## config.mk

```make
export PLATFORM = sky130hd
export DESIGN_NAME = deadline_arbitration_queue
export DESIGN_NICKNAME = d
export VERILOG_FILES = /design/src/rtl/daq_pkg.sv /design/src/rtl/daq_ctrl.sv /design/src/rtl/daq_datapath.sv /design/src/rtl/deadline_arbitration_queue.sv
export SDC_FILE = /design/constraint.sdc
export NUM_CORES = 2
export LEC_CHECK = 0
export BUFFER_PORTS_ARGS = -buffer_cell sky130_fd_sc_hd__buf_2
export CAP_MARGIN = 20
export CORE_MARGIN = 5
export CORE_UTILIZATION = 40
export DETAILED_ROUTE_END_ITERATION = 8
export HOLD_SLACK_MARGIN = 0.05
export PLACE_DENSITY = 0.59
export SETUP_SLACK_MARGIN = 0.5
export SLEW_MARGIN = 20
export SYNTH_ARGS = -nofsm -noshare
export SYNTH_HDL_FRONTEND = slang
export SYNTH_SLANG_ARGS = --single-unit
```

## constraint.sdc

```tcl
create_clock -name clk -period 16.6 [get_ports clk]
set_input_delay 3.32 -clock clk [delete_from_list [all_inputs] [get_ports clk]]
set_output_delay 3.32 -clock clk [all_outputs]
set_load 0.005 [all_outputs]
```

## src/rtl/daq_pkg.sv

```systemverilog
`default_nettype none
package daq_pkg;

  localparam logic [1:0] CMD_ENQUEUE = 2'd0;
  localparam logic [1:0] CMD_OUTBOUND = 2'd1;
  localparam logic [1:0] CMD_RETURN = 2'd2;

  localparam logic MODE_DEADLINE = 1'b0;
  localparam logic MODE_CONTEND = 1'b1;

  typedef enum logic [2:0] {
    ST_IDLE,
    ST_EVAL,
    ST_MASK,
    ST_PLACE,
    ST_DONE
  } daq_state_t;

  // Controller to datapath.
  typedef struct packed {
    logic load_in;
    logic write_head;
    logic pop;
    logic sel_frame;
    logic sel_req;
    logic calc_mask;
    logic place;
    logic set_contend;
    logic clr_contend;
    logic win;
    logic drop;
    logic load_out;
  } daq_cmd_t;

  // Datapath to controller.
  typedef struct packed {
    logic [1:0] command;
    logic       mode;
    logic       empty;
    logic       full;
    logic       contending;
    logic       dl_take;
    logic       code_take;
    logic       stamp_match;
    logic       head_match;
    logic       fd_zero;
  } daq_status_t;

endpackage
`default_nettype wire

```

## src/rtl/daq_ctrl.sv

```systemverilog
`default_nettype none
module daq_ctrl
  import daq_pkg::*;
(
  input  wire logic        clk,
  input  wire logic        rst,
  input  wire logic        in_valid,
  output logic             in_stall,
  output logic             out_valid,
  input  wire logic        out_stall,
  input  wire daq_status_t st,
  output daq_cmd_t         cmd
);

  daq_state_t state, state_next;
  logic out_free;
  logic out_valid_next;

  assign out_free = !out_valid || !out_stall;
  assign in_stall = (state != ST_IDLE);

  always_ff @(posedge clk) begin
    if (rst) begin
      state <= ST_IDLE;
      out_valid <= 1'b0;
    end else begin
      state <= state_next;
      out_valid <= out_valid_next;
    end
  end

  always_comb begin
    out_valid_next = out_valid && out_stall;
    if (state == ST_DONE && out_free) begin
      out_valid_next = 1'b1;
    end
  end

  // Next state.
  always_comb begin
    state_next = state;
    case (state)
      ST_IDLE: begin
        if (in_valid) begin
          state_next = ST_EVAL;
        end
      end
      ST_EVAL: begin
        state_next = ST_DONE;
        case (st.command)
          CMD_ENQUEUE: begin
            if (!st.full) begin
              state_next = ST_MASK;
            end
          end
          CMD_OUTBOUND: begin
            if (!st.contending && !st.empty && st.mode == MODE_DEADLINE &&
                st.dl_take && !st.fd_zero) begin
              state_next = ST_MASK;
            end
          end
          default: state_next = ST_DONE;
        endcase
      end
      ST_MASK: state_next = ST_PLACE;
      ST_PLACE: state_next = ST_DONE;
      ST_DONE: begin
        if (out_free) begin
          state_next = ST_IDLE;
        end
      end
      default: state_next = ST_IDLE;
    endcase
  end

  // Commands.
  always_comb begin
    cmd = '0;
    case (state)
      ST_IDLE: cmd.load_in = in_valid;
      ST_EVAL: begin
        case (st.command)
          CMD_ENQUEUE: begin
            cmd.drop = st.full;
            cmd.sel_req = !st.full;
          end
          CMD_OUTBOUND: begin
            if (!st.contending && !st.empty) begin
              if (st.mode == MODE_DEADLINE) begin
                cmd.write_head = st.dl_take;
                cmd.pop = st.dl_take;
                cmd.sel_frame = st.dl_take && !st.fd_zero;
              end else begin
                cmd.write_head = st.code_take;
                cmd.set_contend = st.code_take;
              end
            end
          end
          CMD_RETURN: begin
            if (st.mode == MODE_CONTEND && st.contending && !st.empty &&
                st.stamp_match) begin
              cmd.clr_contend = 1'b1;
              cmd.pop = st.head_match;
              cmd.win = st.head_match;
            end
          end
          default: cmd = '0;
        endcase
      end
      ST_MASK: cmd.calc_mask = 1'b1;
      ST_PLACE: cmd.place = 1'b1;
      ST_DONE: cmd.load_out = out_free;
      default: cmd = '0;
    endcase
  end

endmodule
`default_nettype wire

```

## src/rtl/daq_datapath.sv

```systemverilog
`default_nettype none
module daq_datapath
  import daq_pkg::*;
#(
  parameter int QUEUE_DEPTH = 16,
  parameter int TIME_WIDTH = 32,
  parameter int CLASS_BITS = 8,
  localparam int CW = $clog2(QUEUE_DEPTH + 1)
) (
  input  wire logic                  clk,
  input  wire logic                  rst,
  input  wire logic                  cfg_we,
  input  wire logic                  cfg_data,
  input  wire logic [1:0]            command,
  input  wire logic [15:0]           req_code,
  input  wire logic [TIME_WIDTH-1:0] req_deadline,
  input  wire logic [15:0]           frame_code,
  input  wire logic [TIME_WIDTH-1:0] frame_deadline,
  input  wire logic [TIME_WIDTH-1:0] frame_stamp,
  input  wire daq_cmd_t              cmd,
  output daq_status_t                st,
  output logic                       frame_written,
  output logic [15:0]                out_code,
  output logic [TIME_WIDTH-1:0]      out_deadline,
  output logic                       won,
  output logic [CW-1:0]              entries_held,
  output logic                       insert_dropped
);

  logic [15:0]           q_code [QUEUE_DEPTH];
  logic [TIME_WIDTH-1:0] q_dl [QUEUE_DEPTH];
  logic [CW-1:0]         count;
  logic                  mode;
  logic                  contending;
  logic [TIME_WIDTH-1:0] saved_stamp;
  logic [31:0]           win_total;

  logic [1:0]            l_cmd;
  logic [15:0]           l_req_code, l_fc;
  logic [TIME_WIDTH-1:0] l_req_dl, l_fd, l_fs;

  logic [15:0]           ins_code;
  logic [TIME_WIDTH-1:0] ins_dl;
  logic [QUEUE_DEPTH-1:0] gt_mask;

  logic                  res_written, res_won, res_dropped;
  logic [15:0]           res_code;
  logic [TIME_WIDTH-1:0] res_dl;

  logic [TIME_WIDTH-1:0] ins_key;
  logic [QUEUE_DEPTH-1:0] gt_calc;
  logic [QUEUE_DEPTH-1:0] pre;

  function automatic logic [TIME_WIDTH-1:0] key_of(
    input logic m, input logic [15:0] c, input logic [TIME_WIDTH-1:0] d);
    logic [TIME_WIDTH-1:0] k;
    k = d;
    if (m == MODE_CONTEND) begin
      k = TIME_WIDTH'(c[15 -: CLASS_BITS]);
    end
    return k;
  endfunction

  assign ins_key = key_of(mode, ins_code, ins_dl);

  always_comb begin
    for (int i = 0; i < QUEUE_DEPTH; i++) begin
      gt_calc[i] = (CW'(i) < count) && (key_of(mode, q_code[i], q_dl[i]) > ins_key);
    end
  end

  // Inclusive prefix OR of the greater mask marks entries at or past the slot.
  always_comb begin
    pre[0] = gt_mask[0];
    for (int i = 1; i < QUEUE_DEPTH; i++) begin
      pre[i] = pre[i-1] | gt_mask[i];
    end
  end

  assign st.command     = l_cmd;
  assign st.mode        = mode;
  assign st.empty       = (count == '0);
  assign st.full        = (count >= CW'(QUEUE_DEPTH));
  assign st.contending  = contending;
  assign st.dl_take     = (l_fd == '0) || (l_fd > q_dl[0]);
  assign st.code_take   = (l_fc > q_code[0]);
  assign st.stamp_match = (saved_stamp == l_fs);
  assign st.head_match  = (q_code[0] == l_fc) && (q_dl[0] == l_fd);
  assign st.fd_zero     = (l_fd == '0);

  always_ff @(posedge clk) begin
    if (rst) begin
      count <= '0;
      mode <= MODE_DEADLINE;
      contending <= 1'b0;
      saved_stamp <= '0;
      win_total <= '0;
    end else begin
      if (cfg_we) begin
        mode <= cfg_data;
      end
      if (cmd.pop) begin
        count <= count - 1'b1;
      end else if (cmd.place) begin
        count <= count + 1'b1;
      end
      if (cmd.set_contend) begin
        contending <= 1'b1;
        saved_stamp <= l_fs;
      end else if (cmd.clr_contend) begin
        contending <= 1'b0;
      end
      if (cmd.win) begin
        win_total <= win_total + 32'd1;
      end
    end
  end

  always_ff @(posedge clk) begin
    if (cmd.pop) begin
      for (int i = 0; i < QUEUE_DEPTH - 1; i++) begin
        q_code[i] <= q_code[i+1];
        q_dl[i] <= q_dl[i+1];
      end
    end else if (cmd.place) begin
      for (int i = 0; i < QUEUE_DEPTH; i++) begin
        if (i == 0) begin
          if (gt_mask[0] || (!pre[QUEUE_DEPTH-1] && count == '0)) begin
            q_code[0] <= ins_code;
            q_dl[0] <= ins_dl;
          end
        end else if (pre[i-1]) begin
          q_code[i] <= q_code[i-1];
          q_dl[i] <= q_dl[i-1];
        end else if (gt_mask[i] || (!pre[QUEUE_DEPTH-1] && count == CW'(i))) begin
          q_code[i] <= ins_code;
          q_dl[i] <= ins_dl;
        end
      end
    end
  end

  always_ff @(posedge clk) begin
    if (cmd.load_in) begin
      l_cmd <= command;
      l_req_code <= req_code;
      l_req_dl <= req_deadline;
      l_fc <= frame_code;
      l_fd <= frame_deadline;
      l_fs <= frame_stamp;
      res_code <= frame_code;
      res_dl <= frame_deadline;
      res_written <= 1'b0;
      res_won <= 1'b0;
      res_dropped <= 1'b0;
    end
    if (cmd.write_head) begin
      res_code <= q_code[0];
      res_dl <= q_dl[0];
      res_written <= 1'b1;
    end
    if (cmd.win) begin
      res_won <= 1'b1;
    end
    if (cmd.drop) begin
      res_dropped <= 1'b1;
    end
    if (cmd.sel_req) begin
      ins_code <= l_req_code;
      ins_dl <= l_req_dl;
    end else if (cmd.sel_frame) begin
      ins_code <= l_fc;
      ins_dl <= l_fd;
    end
    if (cmd.calc_mask) begin
      gt_mask <= gt_calc;
    end
    if (cmd.load_out) begin
      frame_written <= res_written;
      out_code <= res_code;
      out_deadline <= res_dl;
      won <= res_won;
      entries_held <= count;
      insert_dropped <= res_dropped;
    end
  end

endmodule
`default_nettype wire

```

## src/rtl/deadline_arbitration_queue.sv

```systemverilog
// Sequence: after an input transfer, EVAL then DONE, which loads the result,
// for return commands, dropped enqueues and frames that insert nothing; an
// insert puts MASK (mask compare) and PLACE (shift place) before DONE.
// The single-item sequencer takes no new item before its result is loaded;
// a stalled result holds the sequencer and the input until it transfers.
// Reset (rst, synchronous, active high) empties the queue, clears contention,
// the saved stamp and the win count, and selects deadline mode.
`default_nettype none
module deadline_arbitration_queue
  import daq_pkg::*;
#(
  parameter int QUEUE_DEPTH = 16,
  parameter int TIME_WIDTH = 32,
  parameter int CLASS_BITS = 8,
  localparam int CW = $clog2(QUEUE_DEPTH + 1)
) (
  input  wire logic                  clk,
  input  wire logic                  rst,
  input  wire logic                  cfg_we,
  input  wire logic                  cfg_data,
  input  wire logic                  in_valid,
  output logic                       in_stall,
  input  wire logic [1:0]            command,
  input  wire logic [15:0]           req_code,
  input  wire logic [TIME_WIDTH-1:0] req_deadline,
  input  wire logic [15:0]           frame_code,
  input  wire logic [TIME_WIDTH-1:0] frame_deadline,
  input  wire logic [TIME_WIDTH-1:0] frame_stamp,
  output logic                       out_valid,
  input  wire logic                  out_stall,
  output logic                       frame_written,
  output logic [15:0]                out_code,
  output logic [TIME_WIDTH-1:0]      out_deadline,
  output logic                       won,
  output logic [CW-1:0]              entries_held,
  output logic                       insert_dropped
);

  // Command and status bundles between the sequencer and the queue datapath.
  daq_cmd_t    cmd;
  daq_status_t st;

  // Sequencer: capture one item, evaluate the head, pop and insert as needed,
  // then transfer the result through the output register.
  daq_ctrl u_ctrl (
    .clk       (clk),
    .rst       (rst),
    .in_valid  (in_valid),
    .in_stall  (in_stall),
    .out_valid (out_valid),
    .out_stall (out_stall),
    .st        (st),
    .cmd       (cmd)
  );

  // Datapath: sorted shift queue, input latch, contention state and results.
  daq_datapath #(
    .QUEUE_DEPTH (QUEUE_DEPTH),
    .TIME_WIDTH  (TIME_WIDTH),
    .CLASS_BITS  (CLASS_BITS)
  ) u_dp (
    .clk            (clk),
    .rst            (rst),
    .cfg_we         (cfg_we),
    .cfg_data       (cfg_data),
    .command        (command),
    .req_code       (req_code),
    .req_deadline   (req_deadline),
    .frame_code     (frame_code),
    .frame_deadline (frame_deadline),
    .frame_stamp    (frame_stamp),
    .cmd            (cmd),
    .st             (st),
    .frame_written  (frame_written),
    .out_code       (out_code),
    .out_deadline   (out_deadline),
    .won            (won),
    .entries_held   (entries_held),
    .insert_dropped (insert_dropped)
  );

endmodule
`default_nettype wire

```

=== Word level (Yosys, flattened, before mapping) ===
Memory sizes are Yosys's and may differ from the RTL's.
Index checks and enable logic that the tools add are counted.

* Bits in writable memories: 768
* Output and inout port bits: 58
* Register bits: 344
* Memories: 2

{| class="wikitable"
|+ Memory list
! memory !! depth !! width !! rd ports !! clocked after memory_dff !! wr ports !! RTL line !! text
|-
| u_dp.q_dl || 16 || 32 || 16 || 0 || 16 || daq_datapath.sv:31 || <nowiki>logic [TIME_WIDTH-1:0] q_dl [QUEUE_DEPTH];</nowiki>
|-
| u_dp.q_code || 16 || 16 || 16 || 0 || 16 || daq_datapath.sv:30 || <nowiki>logic [15:0] q_code [QUEUE_DEPTH];</nowiki>
|}

* Equality and inequality tests: 26
* Multiplexer cells: 257
* Magnitude comparators: 35
* Bitwise gates (word level): 76
* Add/sub/neg operators: 2
* Reductions and logical operators: 78

{| class="wikitable"
|+ Operators by type and width
! kind !! number
|-
| $mux 32 || 51
|-
| $gt 32x32->1 || 17
|-
| $mux 16 || 34
|-
| $mux 1 || 157
|-
| $or 1x1->1 || 75
|-
| $eq 32x32->1 || 2
|-
| $logic_and 1x1->1 || 43
|-
| $eq 5x4->1 const B || 8
|-
| $lt 4x5->1 const A || 8
|-
| $logic_not 32->1 || 1
|-
| $eq 5x3->1 const B || 4
|-
| $lt 3x5->1 const A || 4
|-
| $logic_or 1x1->1 || 18
|-
| $eq 16x16->1 || 1
|-
| $gt 16x16->1 || 1
|-
| $mux 3 || 5
|-
| $pmux 3 s5 || 1
|-
| $eq 5x2->1 const B || 2
|-
| $lt 1x5->1 const A || 2
|-
| $lt 2x5->1 const A || 2
|-
| $mux 5 || 2
|-
| $mux 4 || 2
|-
| $reduce_bool 2->1 || 4
|-
| $logic_not 1->1 || 7
|-
| other kinds (20) || 23
|}

=== Depth between registers and ports, before layout ===
* Word-level depth: 24
* Depth in mapped cells: 15
* Depth with buffers taken out: 11

=== Cells and area by module ===
A second synthesis with hierarchy kept.

* Cells, all modules: 6267
* Area, all modules: 67697.4 sq um

{| class="wikitable"
|+ Modules (own cells, without submodules)
! module !! cells an instance !! instances !! area each (sq um) !! sequential area each (sq um)
|-
| daq_datapath || 6214 || 1 || 67315.8 || 32851.5
|-
| daq_ctrl || 53 || 1 || 381.6 || 80.1
|}

=== Least setup slack after synthesis ===
No wires, ideal clock.

* Kind: input to register
* Start point: input out_stall
* End point: register u_dp.entries_held[0], enable pin
* Data required time: 16112 ps
* Path slack: 10118 ps
* Arrival time: 5994 ps
* Stages: 1
* Library setup time: 488 ps
* Path through: a21oi_1

* Longest elaborated chain between the ends: 3

{| class="wikitable"
|+ Ends and longest elaborated chain
! item !! RTL line !! text
|-
| start: declaration || deadline_arbitration_queue.sv:30 || <nowiki>input wire logic out_stall,</nowiki>
|-
| $logic_not 1->1 || daq_ctrl.sv:19 || <nowiki>assign out_free = !out_valid || !out_stall;</nowiki>
|-
| $logic_or 1x1->1 || daq_ctrl.sv:19 ||
|-
| $mux 1 || n/a ||
|-
| end signal: assignment || daq_datapath.sv:183 || <nowiki>entries_held <= count;</nowiki>
|-
| end: declaration || daq_datapath.sv:26 || <nowiki>output logic [CW-1:0] entries_held,</nowiki>
|}

No other way between the ends.
A chain may end at the register's enable or synchronous reset.

==> reports/results.ini <==
[timing]
slew_headroom_pct = 19.9
rsz0062_at_grt = no
final.setup.tns_ns = 0
maxSlewViolCount = 0
setup_slack_ns = 10.85
worstMarginPinSlew_ns = 1.20
setup_viol = 0
post-route-min-period_ns = 5.75
hold_violations = 0
fmax_mhz = 174
skew_ns = 0.0416
finalCritPeriodShare_pct = 34.6

[setup_path]
reg2reg_slack_ns = 10.85
critical_path_arrival_ns = 6.20
cp_slowest_cell = buf_4
critPathCaptureType = flip-flop
crit_required_ns = 17.05
path_class = flip-flop to flip-flop
critPathMaxStageDelay_ns = 0.94
crit_family = buffers and inverters
path_buf_inv = 3
crit_chain = inv_1 -> ha_1 -> or4b_1 -> nand4_1 -> or4_1 -> nor4_1 -> o211ai_1 -> nor2_4 -> buf_4 -> buf_4 -> o21ai_0
cp-start-kind = flip-flop
worst-path-max-fanout = 121
crit_path_frequent_cell = buf_4

[clock_tree]
cts_tree = built
clock_latency_ns = 0.77
cts.sinks = 1112
cts_hold_buf = 0
clk_pin_slew_ns = 0.06
cts_inserted_buffers = 120
htreeDepth = 3
cts_buffer_depth = 3
root_buffer = clkbuf_16
cts_setup_buffers = 0
cts-resized-gates = 0

[floorplanning]
io_pins = 194
dieWidth_um = 422
start_util_pct = 40.1
core-area_sq_um = 169000
dieArea_sq_um = 178000
die_h_um = 422
fp-row-count = 151

[global_routing]
grt_max_degree = 259
grt_pass1_wl_mm = 289
grt_pass1_vias = 46600
groute.usage.overall_pct = 20.5
antenna_found_initial = 1
grt_overflow = 0

[synthesis]
syn_inst = 6089
synth.largest_area_cell = edfxtp_1
ys_warn_count = 0
async_flop_share_pct = 0
synth_ff_type = edfxtp_1
yosysSeqAreaShare_pct = 48.6
syn_avg_cell_area_sq_um = 11.1
synth_top_area_share_pct = 47.2
ys_top_cells_by_area = edfxtp_1, mux2i_1, ha_1
yosysUniqueCellTypes = 66
synthesis.area_sq_um = 67800
ys_seq_elements = 1112
synth-edff-count = 1066
syn_nets = 6793

[routing]
drt_pass1_iterations = 5
ant_nets = 0
wirelength_mm = 190
vias_per_cell = 5.60
wire_per_inst_um = 22.4
drtIter0Drc = 4080
drc = 0
vias = 47300

[placement]
port-buffer-count = 193
dp_cells = 8228
hpwlAfterDp_mm = 139
pre_cts_slack_ns = 11.01
gp_congestion = 0.901

[pwr]
p_per_area_nw_per_um2 = 84.9
pwr-share-seq_pct = 49.2
p_int_mw = 4.87
switching_share_pct = 23.8
total_power_mw = 6.39
power.net_switching_mw = 1.52
irDropWorstVdd_mv = 0.0913
combPwrFrac_pct = 6.9
leakage_nw = 28.1
clock_power_share_pct = 43.9

[finish]
final_nets = 6836
mostFrequentLayoutCells = edfxtp_1, mux2i_1, ha_1, a21oi_1, nor2_1
fillers = 15700
layout_commonest_cell = edfxtp_1
final_util_pct = 44.6
area_growth_syn_to_layout_pct = 11.0
stdcell_count = 8458
drive_gt1_share_pct = 14.1

[run]
cap_violations = 0

[min_path]
holdCritPathClass = flip-flop to flip-flop

[status]
status = complete, no violations

kinds of logic (layout without fill, tap and decap cells):
logic type	after synthesis	count (layout)	synth area share (%)
AOI/OAI and AO/OA	1228	1228	10.0
other	0	2	0
DFF	1112	1112	48.6
muxes	1026	1026	15.7
buffers and inverters	472	621	3.02
and+or+nand+nor	1651	1651	11.8
xor gates and xnor gates	32	32	0.413
adders and majority gates	568	568	10.5
per-layer routing:
| layer | vias up | part of all wire, % | wire length (um) | GRT usage, % |
|---|---|---|---|---|
| met4 | 0 | 3.9 | 7450 | 8.07 |
| met3 | 246 | 4.7 | 9000 | 2.11 |
| met1 | 23200 | 46 | 87400 | 28.7 |
| li1 | 22600 | - | - | - |
| met5 | - | 0 | 0 | 0 |
| met2 | 1311 | 45 | 86000 | 32.8 |
worst paths after layout:
kind,from,to,cells after the start
hold reg to reg,u_dp.res_dl[8],u_dp.out_deadline[8],0
setup / recovery,u_dp.count[1],u_dp.q_code[12][4],11
setup reg to reg,u_dp.count[1],u_dp.q_code[12][4],11
hold / removal,u_dp.res_dl[8],u_dp.out_deadline[8],0
power by group through the flow:
| stage | Sequential, mW | Combinational (mW) | Clock, mW |
|---|---|---|---|
| finish | 3.14 | 0.443 | 2.80 |
| global route | 3.15 | 0.492 | 2.97 |
| CTS | 3.14 | 0.446 | 2.86 |
| detailed placement | 3.20 | 0.443 | 0 |
| global placement | 3.20 | 0.431 | 0 |
| floorplan | 3.19 | 0.291 | 0 |
layout make-up:
class / instances / area (sq um) / area share [%]
multi-input cells: 4505 / 33200 / 44.1
diodes: 2 / 5.00 / 0.00665
flip-flops and latches: 1112 / 32900 / 43.8
repair buffers: 329 / 2010 / 2.67
clock inverters: 82 / 967 / 1.29
clock buffers: 146 / 3130 / 4.16
inverters: 64 / 245 / 0.326
well taps: 2218 / 2780 / 3.69
synthesized netlist by cell type (5+ instances only):
| cell | count |
|---|---|
| buf_6 | 11 |
| nor2b_1 | 391 |
| o21ai_0 | 354 |
| dfxtp_1 | 46 |
| nand2_1 | 448 |
| nor3_1 | 29 |
| clkbuf_1 | 236 |
| nor2_1 | 486 |
| buf_1 | 31 |
| nor3b_1 | 5 |
| a21o_1 | 128 |
| buf_4 | 13 |
| o21ai_1 | 111 |
| o31a_1 | 5 |
| nor4_1 | 42 |
| a211oi_1 | 17 |
| or2_2 | 7 |
| o21a_1 | 20 |
| buf_2 | 115 |
| xor2_1 | 20 |
| nand4_1 | 125 |
| mux2_2 | 300 |
| edfxtp_1 | 1066 |
| ha_1 | 568 |
| a211o_1 | 7 |
| a21oi_1 | 520 |
| o211ai_1 | 10 |
| nand3_1 | 37 |
| or4_1 | 6 |
| a2111oi_0 | 5 |
| a31oi_1 | 18 |
| or3_1 | 10 |
| and3_1 | 5 |
| xnor2_1 | 12 |
| inv_1 | 64 |
| mux2i_1 | 726 |
| nand2b_1 | 45 |
worst register-to-register path: cells and delay by family (launching register included):
| kind | cells | cell delay [ns] |
|---|---|---|
| buf+inv | 3 | 2.08 |
| flops | 1 | 0.57 |
| compound gates | 2 | 0.66 |
| fa+ha+maj | 1 | 0.36 |
| simple gates | 5 | 1.77 |
through the flow:
step                hold slack, ns  cell area (sq um)
finish                       0.422              75200
global route                 0.427              75200
CTS                          0.420              75200
detailed placement           0.405              71100
global placement             0.404              71100
floorplan                    0.400              67800
state kept, by name, summed over array words and instances, names as in the netlist, 2 cells and up:
name	cells
u_dp.ins_code	16
u_dp.out_deadline	32
u_dp.l_fd	32
u_dp.l_req_dl	32
u_dp.res_code	16
u_dp.ins_dl	32
u_dp.l_fs	32
u_dp.saved_stamp	32
u_dp.q_code	256
u_dp.entries_held	5
u_dp.l_req_code	16
u_dp.q_dl	512
u_dp.gt_mask	16
u_dp.count	5
u_dp.res_dl	32
u_dp.l_fc	16
u_dp.l_cmd	2
u_ctrl.state	3
u_dp.out_code	16
Power figures use the tool's default switching activity.
